### src/sv/gbdt_pkg.sv
// shared types and constants for the graph traversal block
`timescale 1ns / 1ps
package gbdt_pkg;
    typedef enum logic [1:0] {
        ACT_ADD   = 2'd0,
        ACT_CLEAR = 2'd1,
        ACT_RUN   = 2'd2,
        ACT_NONE  = 2'd3
    } t_action;

    localparam logic [1:0] COL_WHITE = 2'd0;
    localparam logic [1:0] COL_GRAY  = 2'd1;
    localparam logic [1:0] COL_BLACK = 2'd2;
    localparam logic [5:0] UNREACHED = 6'd63;
    localparam logic [5:0] TIME_MAX  = 6'd62;
endpackage

### src/sv/graph_bfs_dfs_traversal.sv
// top level of the graph traversal block: edge store, bfs and dfs sequencer
`timescale 1ns / 1ps
// Directed-graph traversal engine. Add beats append an edge to the source vertex's
// neighbor list in a synchronous memory, and clear beats empty all lists through
// per-vertex fill counts; both can be accepted every cycle while the block is idle.
// A run beat performs breadth-first search from i_start_vertex or depth-first
// search over all vertices (i_walk_mode register) and then emits one result beat
// per reported vertex in index order. A run first resets the per-vertex result
// table entry by entry. Breadth-first search then seeds the queue with the start
// vertex, and for each dequeued vertex examines its edges one at a time and then
// marks it black, until a final check finds the queue empty. Depth-first search
// checks each root candidate in turn, examines the edges of the vertex on top of
// the stack one at a time and finishes a vertex once its edges are exhausted.
// Results stream as min(NUM_VERTICES,16) beats, each held by any sink stall.
// Input is stalled from the run beat until its last result beat has been accepted.
module graph_bfs_dfs_traversal
    import gbdt_pkg::*;
#(
    parameter int NUM_VERTICES = 16,
    parameter int MAX_DEGREE   = 16
) (
    input  logic       i_clk,
    input  logic       i_rst_n,
    input  logic       i_cfg_valid,
    output logic       o_cfg_ready,
    input  logic       i_walk_mode,
    input  logic       i_valid,
    output logic       o_stall,
    input  logic [1:0] i_action,
    input  logic [3:0] i_from_vertex,
    input  logic [3:0] i_to_vertex,
    input  logic [3:0] i_start_vertex,
    output logic       o_valid,
    input  logic       i_stall,
    output logic [3:0] o_vertex_id,
    output logic [5:0] o_discover_value,
    output logic [5:0] o_finish_time,
    output logic [3:0] o_parent_vertex,
    output logic       o_has_parent,
    output logic [1:0] o_final_color,
    output logic       o_last_result
);
    localparam int VW = (NUM_VERTICES > 1) ? $clog2(NUM_VERTICES) : 1;
    localparam int DW = (MAX_DEGREE > 1) ? $clog2(MAX_DEGREE) : 1;
    localparam int CW = $clog2(MAX_DEGREE + 1);
    localparam int SW = $clog2(NUM_VERTICES + 1);
    localparam int NREP = (NUM_VERTICES < 16) ? NUM_VERTICES : 16;
    localparam logic [VW-1:0] LAST_V = VW'(NUM_VERTICES - 1);
    localparam logic [VW-1:0] LAST_R = VW'(NREP - 1);
    localparam logic [SW-1:0] NV_S = SW'(NUM_VERTICES);
    localparam logic [CW-1:0] MAXD = CW'(MAX_DEGREE);

    typedef enum logic [4:0] {
        S_IDLE, S_INIT, S_BFS_SEED, S_BFS_POP, S_BFS_DEQ, S_BFS_EDGE, S_BFS_RD,
        S_BFS_UPD, S_BFS_FIN, S_DFS_ROOT, S_DFS_RCHK, S_DFS_TOP, S_DFS_EDGE,
        S_DFS_RD, S_DFS_UPD, S_DFS_FIN, S_OUT_RD, S_OUT_SEND
    } t_state;

    typedef struct packed {
        logic [5:0]    disc;
        logic [5:0]    fin;
        logic          has_p;
        logic [VW-1:0] par;
        logic [1:0]    col;
    } t_vrec;

    // memories
    logic [VW-1:0] nbr_mem [NUM_VERTICES*MAX_DEGREE];
    t_vrec         vtx_mem [NUM_VERTICES];
    logic [VW-1:0] que_mem [NUM_VERTICES];
    logic [VW-1:0] stk_v   [NUM_VERTICES];
    logic [CW-1:0] stk_k   [NUM_VERTICES];
    logic [CW-1:0] r_cnt   [NUM_VERTICES];

    t_state        r_state;
    logic          r_mode;
    logic [VW-1:0] r_idx;     // init / root / output index
    logic [SW-1:0] r_head, r_tail, r_sp;
    logic [VW-1:0] r_v;       // current vertex
    logic [CW-1:0] r_k;       // current edge index
    logic [5:0]    r_vdisc;   // dist of vertex being expanded
    logic [5:0]    r_time;
    logic [VW-1:0] r_start;   // bfs source
    logic          r_start_ok;
    logic [VW-1:0] r_w;       // neighbor read result
    t_vrec         r_rec;     // vtx read data
    logic [VW-1:0] r_qrd;
    logic          r_ovalid;
    t_vrec         r_orec;
    logic [3:0]    r_oid;
    logic          r_olast;

    // neighbor address
    function automatic logic [VW+DW-1:0] naddr(logic [VW-1:0] v, logic [DW-1:0] k);
        naddr = (VW+DW)'(v) * (VW+DW)'(MAX_DEGREE) + (VW+DW)'(k);
    endfunction

    logic [5:0] tick_v;
    assign tick_v = (r_time < TIME_MAX) ? r_time + 6'd1 : r_time;

    logic acc_in;
    logic out_free;
    logic add_ok;
    assign o_stall     = (r_state != S_IDLE) || r_ovalid;
    assign acc_in      = i_valid && !o_stall;
    assign o_cfg_ready = (r_state == S_IDLE);
    assign out_free    = !r_ovalid || !i_stall;
    assign add_ok      = acc_in && t_action'(i_action) == ACT_ADD
                         && 32'(i_from_vertex) < NUM_VERTICES
                         && 32'(i_to_vertex) < NUM_VERTICES
                         && r_cnt[VW'(i_from_vertex)] < MAXD;

    // edge count and config
    always_ff @(posedge i_clk) begin
        if (!i_rst_n) begin
            r_mode <= 1'b0;
            for (int i = 0; i < NUM_VERTICES; i++) r_cnt[i] <= '0;
        end else begin
            if (i_cfg_valid && o_cfg_ready) r_mode <= i_walk_mode;
            if (acc_in && t_action'(i_action) == ACT_CLEAR) begin
                for (int i = 0; i < NUM_VERTICES; i++) r_cnt[i] <= '0;
            end else if (add_ok) begin
                r_cnt[VW'(i_from_vertex)] <= r_cnt[VW'(i_from_vertex)] + 1'b1;
            end
        end
    end

    // neighbor store write / read
    logic [VW+DW-1:0] nrd_addr;
    always_ff @(posedge i_clk) begin
        if (add_ok)
            nbr_mem[naddr(VW'(i_from_vertex), DW'(r_cnt[VW'(i_from_vertex)]))]
                <= VW'(i_to_vertex);
        r_w <= nbr_mem[nrd_addr];
    end

    // vertex table: one write and one read port
    logic          vwe;
    logic [VW-1:0] vwa, vra;
    t_vrec         vwd;
    always_ff @(posedge i_clk) begin
        if (vwe) vtx_mem[vwa] <= vwd;
        r_rec <= vtx_mem[vra];
    end

    // work queue
    logic          qwe;
    logic [VW-1:0] qwd;
    always_ff @(posedge i_clk) begin
        if (qwe) que_mem[r_tail[VW-1:0]] <= qwd;
        r_qrd <= que_mem[r_head[VW-1:0]];
    end

    // top of stack pointer and its edge cursor (small register stack)
    logic [VW-1:0] top_i;
    assign top_i = VW'(r_sp - 1'b1);

    logic          skwe, svwe;
    logic [VW-1:0] swa;
    logic [CW-1:0] skd;
    logic [VW-1:0] svd;
    always_ff @(posedge i_clk) begin
        if (svwe) stk_v[swa] <= svd;
        if (skwe) stk_k[swa] <= skd;
    end

    // address and write control
    always_comb begin
        vwe = 1'b0; vwa = r_idx; vwd = r_rec; vra = r_idx;
        qwe = 1'b0; qwd = r_w;
        svwe = 1'b0; skwe = 1'b0; swa = top_i; skd = r_k; svd = r_w;
        nrd_addr = naddr(r_v, DW'(r_k));
        case (r_state)
            S_INIT: begin
                vwe = 1'b1;
                vwd = '{disc: UNREACHED, fin: 6'd0, has_p: 1'b0, par: '0, col: COL_WHITE};
            end
            S_BFS_SEED: begin
                vwe = 1'b1; vwa = r_start;
                vwd = '{disc: 6'd0, fin: 6'd0, has_p: 1'b0, par: '0, col: COL_GRAY};
                qwe = 1'b1; qwd = r_start;
            end
            S_BFS_EDGE: vra = r_v;
            S_BFS_RD:   vra = r_w;
            S_BFS_UPD: begin
                if (r_rec.col == COL_WHITE && r_tail < NV_S) begin
                    vwe = 1'b1; vwa = r_w;
                    vwd = '{disc: (r_vdisc < TIME_MAX) ? r_vdisc + 6'd1 : TIME_MAX,
                            fin: 6'd0, has_p: 1'b1, par: r_v, col: COL_GRAY};
                    qwe = 1'b1;
                end
            end
            S_BFS_FIN: begin
                vwe = 1'b1; vwa = r_v;
                vwd = r_rec; vwd.col = COL_BLACK;
            end
            S_DFS_RCHK: begin
                if (r_rec.col == COL_WHITE) begin
                    vwe = 1'b1; vwa = r_idx;
                    vwd = '{disc: tick_v, fin: 6'd0, has_p: 1'b0, par: '0, col: COL_GRAY};
                    svwe = 1'b1; skwe = 1'b1; swa = '0; svd = r_idx; skd = '0;
                end
            end
            S_DFS_EDGE: begin
                vra = r_v;
                if (r_k < r_cnt[r_v]) begin
                    skwe = 1'b1; skd = r_k + 1'b1;
                end
            end
            S_DFS_RD:   vra = r_w;
            S_DFS_UPD: begin
                if (r_rec.col == COL_WHITE && r_sp < NV_S) begin
                    vwe = 1'b1; vwa = r_w;
                    vwd = '{disc: tick_v, fin: 6'd0, has_p: 1'b1, par: r_v, col: COL_GRAY};
                    svwe = 1'b1; skwe = 1'b1; swa = VW'(r_sp); svd = r_w; skd = '0;
                end
            end
            S_DFS_FIN: begin
                vwe = 1'b1; vwa = r_v;
                vwd = r_rec; vwd.col = COL_BLACK; vwd.fin = tick_v;
            end
            default: ;
        endcase
    end

    // sequencer
    always_ff @(posedge i_clk) begin
        if (!i_rst_n) begin
            r_state  <= S_IDLE;
            r_ovalid <= 1'b0;
            r_idx <= '0; r_head <= '0; r_tail <= '0; r_sp <= '0;
            r_time <= '0; r_v <= '0; r_k <= '0; r_vdisc <= '0;
            r_start <= '0; r_start_ok <= 1'b0;
        end else begin
            if (r_state == S_OUT_SEND && out_free) r_ovalid <= 1'b1;
            else if (!i_stall) r_ovalid <= 1'b0;
            case (r_state)
                S_IDLE: begin
                    if (acc_in && t_action'(i_action) == ACT_RUN) begin
                        r_state <= S_INIT; r_idx <= '0; r_time <= '0;
                        r_head <= '0; r_tail <= '0; r_sp <= '0;
                        r_start <= VW'(i_start_vertex);
                        r_start_ok <= (32'(i_start_vertex) < NUM_VERTICES);
                    end
                end
                S_INIT: begin
                    if (r_idx == LAST_V) begin
                        r_idx <= '0;
                        if (r_mode) r_state <= S_DFS_ROOT;
                        else if (r_start_ok) r_state <= S_BFS_SEED;
                        else r_state <= S_OUT_RD;
                    end else begin
                        r_idx <= r_idx + 1'b1;
                    end
                end
                // seed the queue with the start vertex
                S_BFS_SEED: begin
                    r_tail  <= SW'(1);
                    r_state <= S_BFS_POP;
                end
                S_BFS_POP: begin
                    if (r_head == r_tail) begin
                        r_state <= S_OUT_RD; r_idx <= '0;
                    end else begin
                        r_state <= S_BFS_DEQ;
                    end
                end
                S_BFS_DEQ: begin
                    r_v <= r_qrd; r_k <= '0;
                    r_head <= r_head + 1'b1;
                    r_state <= S_BFS_EDGE;
                end
                S_BFS_EDGE: begin
                    if (r_k < r_cnt[r_v]) r_state <= S_BFS_RD;
                    else r_state <= S_BFS_FIN;
                end
                S_BFS_RD: begin
                    r_vdisc <= r_rec.disc;
                    r_state <= S_BFS_UPD;
                end
                S_BFS_UPD: begin
                    if (r_rec.col == COL_WHITE && r_tail < NV_S) r_tail <= r_tail + 1'b1;
                    r_k <= r_k + 1'b1;
                    r_state <= S_BFS_EDGE;
                end
                S_BFS_FIN: r_state <= S_BFS_POP;
                S_DFS_ROOT: r_state <= S_DFS_RCHK;
                S_DFS_RCHK: begin
                    if (r_rec.col == COL_WHITE) begin
                        r_time <= tick_v; r_sp <= SW'(1);
                        r_state <= S_DFS_TOP;
                    end else if (r_idx == LAST_V) begin
                        r_idx <= '0; r_state <= S_OUT_RD;
                    end else begin
                        r_idx <= r_idx + 1'b1; r_state <= S_DFS_ROOT;
                    end
                end
                S_DFS_TOP: begin
                    r_v <= stk_v[top_i]; r_k <= stk_k[top_i];
                    r_state <= S_DFS_EDGE;
                end
                S_DFS_EDGE: begin
                    if (r_k < r_cnt[r_v]) r_state <= S_DFS_RD;
                    else r_state <= S_DFS_FIN;
                end
                S_DFS_RD: r_state <= S_DFS_UPD;
                S_DFS_UPD: begin
                    if (r_rec.col == COL_WHITE && r_sp < NV_S) begin
                        r_time <= tick_v; r_sp <= r_sp + 1'b1;
                    end
                    r_state <= S_DFS_TOP;
                end
                S_DFS_FIN: begin
                    r_time <= tick_v;
                    r_sp <= r_sp - 1'b1;
                    if (r_sp != SW'(1)) r_state <= S_DFS_TOP;
                    else if (r_idx == LAST_V) begin
                        r_idx <= '0; r_state <= S_OUT_RD;
                    end else begin
                        r_idx <= r_idx + 1'b1; r_state <= S_DFS_ROOT;
                    end
                end
                S_OUT_RD: r_state <= S_OUT_SEND;
                S_OUT_SEND: begin
                    if (out_free) begin
                        if (r_idx == LAST_R) begin
                            r_idx <= '0; r_state <= S_IDLE;
                        end else begin
                            r_idx <= r_idx + 1'b1; r_state <= S_OUT_RD;
                        end
                    end
                end
                default: r_state <= S_IDLE;
            endcase
        end
    end

    assign o_valid = r_ovalid;
    assign o_vertex_id = r_oid;
    assign o_discover_value = r_orec.disc;
    assign o_finish_time = r_orec.fin;
    assign o_parent_vertex = r_orec.has_p ? 4'(r_orec.par) : 4'd0;
    assign o_has_parent = r_orec.has_p;
    assign o_final_color = r_orec.col;
    assign o_last_result = r_olast;
    always_ff @(posedge i_clk) begin
        if (r_state == S_OUT_SEND && out_free) begin
            r_orec <= '{disc: r_rec.disc, fin: r_mode ? r_rec.fin : 6'd0,
                        has_p: r_rec.has_p, par: r_rec.par, col: r_rec.col};
            r_oid <= 4'(r_idx); r_olast <= (r_idx == LAST_R);
        end
    end

    // output register only loads when free
    a_out_hold: assert property (@(posedge i_clk) disable iff (!i_rst_n)
        o_valid && i_stall |=> o_valid && $stable(o_vertex_id)) else $error("out");
    a_busy: assert property (@(posedge i_clk) disable iff (!i_rst_n)
        r_state != S_IDLE |-> o_stall) else $error("busy");
endmodule
### config.mk
export PLATFORM = sky130hd
export DESIGN_NAME = graph_bfs_dfs_traversal
export DESIGN_NICKNAME = d
export VERILOG_FILES = /design/src/sv/gbdt_pkg.sv /design/src/sv/graph_bfs_dfs_traversal.sv
export SDC_FILE = /design/constraint.sdc
export NUM_CORES = 2
export LEC_CHECK = 0
export BUFFER_PORTS_ARGS = -buffer_cell sky130_fd_sc_hd__clkbuf_2
export CORE_MARGIN = 1.5
export CORE_UTILIZATION = 45
export DETAILED_ROUTE_END_ITERATION = 10
export MAX_ROUTING_LAYER = met4
export PLACE_DENSITY = 0.63
export SYNTH_ARGS = -nofsm -noshare
export SYNTH_HDL_FRONTEND = slang
export SYNTH_SLANG_ARGS = --single-unit
### constraint.sdc
create_clock -name i_clk -period 12.4 [get_ports i_clk]
set_input_delay 1.24 -clock i_clk [delete_from_list [all_inputs] [get_ports i_clk]]
set_output_delay 1.24 -clock i_clk [all_outputs]
set_load 0.005 [all_outputs]
==> metrics.txt <==
Worst R2R End stk_k[14][4]; Register-to-Register Path Depth 11; VDD IR-drop max 0.122 mV; Post-Synthesis Cells 4194; distinct cell type count after synthesis 84; vias 38300; Compound-Gate Fraction of Synth Area 0.0426; global route total overflow 0; Synth Flop Type edfxtp_1; GP Congestion 0.943; switching power 2.52 mW; Worst EP required 12.85 ns; DRC viols 0; Die Y 398 um; CTS Hold Bufs 0; most common cell in the netlist edfxtp_1; Num Clock Sinks 1723; mux cell area share after synthesis 0.130; Syn Area/Cell 16.8 um^2; clock-pin slew on the worst setup and hold paths 0.06 ns; vias in the first global route 38000; crit start category flop; Hold Slack 0.490 ns; WL/cell 27.2 um; total track usage 0.227; critical path's slowest cell dfxtp_1; Slew HR 0.0955; largest stage delay on the critical path 1.06 ns; I/O Buffers 46; cell taking the most area after synthesis edfxtp_1; Post-synth EDFFs 1640; Placed Area 72700 um^2; combinational share of power 0.032; Max FO, Critical Path 20; antenna violations before repair 4; ratio of cells with drive above 1 in the final layout 0.181; status completed; largest family of logic cells by synthesized area multiplexers; Seq. cell area 50900 um^2; Final min period 5.00 ns; skew final 0.0429 ns; Setup violations, final 0; Post-synth top cells edfxtp_1 (1640), nor2_1 (471), nand2_1 (400), mux4_2 (335), clkbuf_1 (149); Crit Path Category reg -> reg; final instance area 78100 um^2; Final #Nets 4256; FMAX 200 MHz; synthesized cell area 70300 um^2; First-pass DRT Iterations 6; Initial Util 0.455; FP Rows 144; XOR/XNOR Fraction of Synth Area 0.00237; sequential share of power 0.546; P_leak 24.1 nW; top area cells in the synthesized netlist edfxtp_1 (70%), mux4_2 (11%), nor2_1 (2.5%), dfxtp_1 (2.4%), nand2_1 (2.1%); Clk network pwr share 0.422; CTS resizes 0; Slew Limit Fails 0; multi-input logic area 18100 um^2; post-route ant nets 0; R2R Setup Slk 7.40 ns; fin crit share 0.404; RSZ-0062 raised after global routing no; critical path arrival 5.46 ns; CTS max path bufs 3; CTS Buf Count 168; pre-CTS WS 7.11 ns; width of the die 398 um; Hold Crit Endpoint r_time[5]; fillers 12600; Hold Crit Class reg -> reg; Core ar. 155000 um^2; syn_nets 4234; vias per inst 5.98; sequential fraction of the synthesis area 0.724; H-tree depth 4; Post-Synth Adder-Cell Area 0.00370; worst hold stages 2; CTS tree done; Post-synth ARST share 0; detailed placement HPWL 105 mm; Worst-Skew Late Latency 0.82 ns; HP Start r_time[5]; internal power 9.22 mW; yosys warns 0; CP endpoint kind flop; DIE AREA 159000 um^2; drt total wl 174 mm; share of the synthesized area in the top cell type 0.700; Cell Chain, Critical Path mux4_2, mux4_2, inv_1, ha_1, a21o_1, a21o_1, a21oi_1, and2_1, nor2b_1, a21oi_1, o22ai_1; Slew @ Worst Pin 1.35 ns; setup bufs post-CTS 0; Final WS setup 7.40 ns; first-pass GRT wire length 256 mm; Yosys reg bits 1723; final hold violation count 0; largest net degree at the start of global routing 157; Sw Ratio 0.215; Synth Area in Simple Gates 0.0774; setup TNS 0 ns; Max-cap violations 0; clock root buffer master clkbuf_16; I/O pin cnt 47; 1st-iter DRT viols 4352; P&R area growth vs syn 11.0%; power density of the placed cells 150 nW/um^2
## cell type report
cell class / instances / area share
Sequential cell: 1723 / 0.652
Multi-Input combinational cell: 2163 / 0.232
Clock buffer: 213 / 0.0572
Tap cell: 2044 / 0.0328
Timing Repair Buffer: 137 / 0.0128
Clock inverter: 95 / 0.0114
Inverter: 23 / 0.00111
Antenna cell: 3 / 0.0000962
## metal layers
metal	share of wire	routed length (um)	vias up	global-route usage
li1	-	-	16600	-
met3	0.079	13800	300	0.0381
met2	0.48	83800	1690	0.355
met4	0.028	4820	0	0.0719
met5	0	0	-	-
met1	0.41	71900	19700	0.306
## layout by cell type (no fill, tap or decap), types with 14 or more instances in the layout
| cell type | netlist | layout |
|---|---|---|
| a211oi_1 | 16 | 16 |
| a21boi_0 | 15 | 15 |
| a21oi_1 | 81 | 80 |
| a22o_1 | 14 | 14 |
| a22oi_1 | 53 | 53 |
| a32o_1 | 20 | 20 |
| a32oi_1 | 24 | 24 |
| and2_1 | 20 | 20 |
| and3_1 | 15 | 14 |
| buf_4 | 30 | 87 |
| clkbuf_1 | 149 | 36 |
| clkbuf_16 | 0 | 168 |
| clkbuf_2 | 1 | 42 |
| clkinv_1 | 0 | 33 |
| clkinv_2 | 0 | 26 |
| dfxtp_1 | 83 | 77 |
| edfxtp_1 | 1640 | 1640 |
| ha_1 | 20 | 20 |
| inv_1 | 22 | 22 |
| mux2_2 | 25 | 25 |
| mux2i_1 | 101 | 101 |
| mux4_2 | 335 | 335 |
| nand2_1 | 400 | 399 |
| nand2b_1 | 19 | 19 |
| nand3_1 | 124 | 122 |
| nand4_1 | 26 | 26 |
| nor2_1 | 471 | 471 |
| nor2b_1 | 40 | 40 |
| nor3_1 | 65 | 47 |
| nor3_2 | 1 | 19 |
| o21ai_0 | 44 | 44 |
| o221ai_1 | 30 | 30 |
| o22ai_1 | 23 | 23 |
## power by group through the flow
stage | sequential, mW | combinational [mW] | clock [mW]
final | 6.41 | 0.376 | 4.95
after global routing | 6.41 | 0.400 | 5.25
after CTS | 6.41 | 0.379 | 5.03
after detailed placement | 6.53 | 0.379 | 0
after global placement | 6.53 | 0.377 | 0
after floorplan | 6.52 | 0.198 | 0
## registers in the layout (all words and copies together) (netlist names), 6 cells and up, named ones only
| signal | count |
|---|---|
| vtx_mem | 304 |
| stk_v | 64 |
| r_cnt | 80 |
| r_time | 6 |
| que_mem | 64 |
| o_discover_value | 6 |
| r_vdisc | 6 |
| r_rec | 19 |
| stk_k | 80 |
| o_finish_time | 6 |
| nbr_mem | 1024 |
## worst max-delay path by stage
stage	startpoint	to	slack (ns)	cells past startpoint
floorplan	flop	stk_k[0][3]	7.90	13
detailed placement	i_from_vertex[0]	nbr_mem[164][0]	7.11	6
global placement	i_from_vertex[0]	nbr_mem[165][2]	7.18	6
CTS	flop	stk_k[14][4]	7.41	11
global route	flop	stk_k[14][4]	7.04	11
finish	flop	stk_k[14][4]	7.40	11
## stage by stage
stage,cells,utilization,power (mW)
finish,6401,0.505,11.7
global placement,6090,0.470,6.91
CTS,6398,0.505,11.8
global route,6399,0.505,12.1
detailed placement,6090,0.470,6.91
floorplan,4194,-,6.72
## logic make-up (layout without fill, tap and decap cells)
| logic type | after synthesis | in the layout |
|---|---|---|
| AOI/OAI and AO/OA | 416 | 416 |
| and+or+nand+nor | 1235 | 1235 |
| muxes | 472 | 472 |
| xor gates and xnor gates | 19 | 19 |
| other | 0 | 3 |
| DFF | 1723 | 1723 |
| adders and majority gates | 21 | 21 |
| buffers and inverters | 308 | 468 |
## critical path: cells and delay by family (launching register included)
| kind | cells | cell delay [ns] |
|---|---|---|
| and+or+nand+nor | 2 | 0.64 |
| AOI/OAI and AO/OA | 5 | 1.67 |
| adders and majority gates | 1 | 0.23 |
| muxes | 2 | 0.95 |
| DFF | 1 | 1.06 |
| buffers and inverters | 1 | 0.07 |
Note: power is estimated with default switching activity, not from simulation.
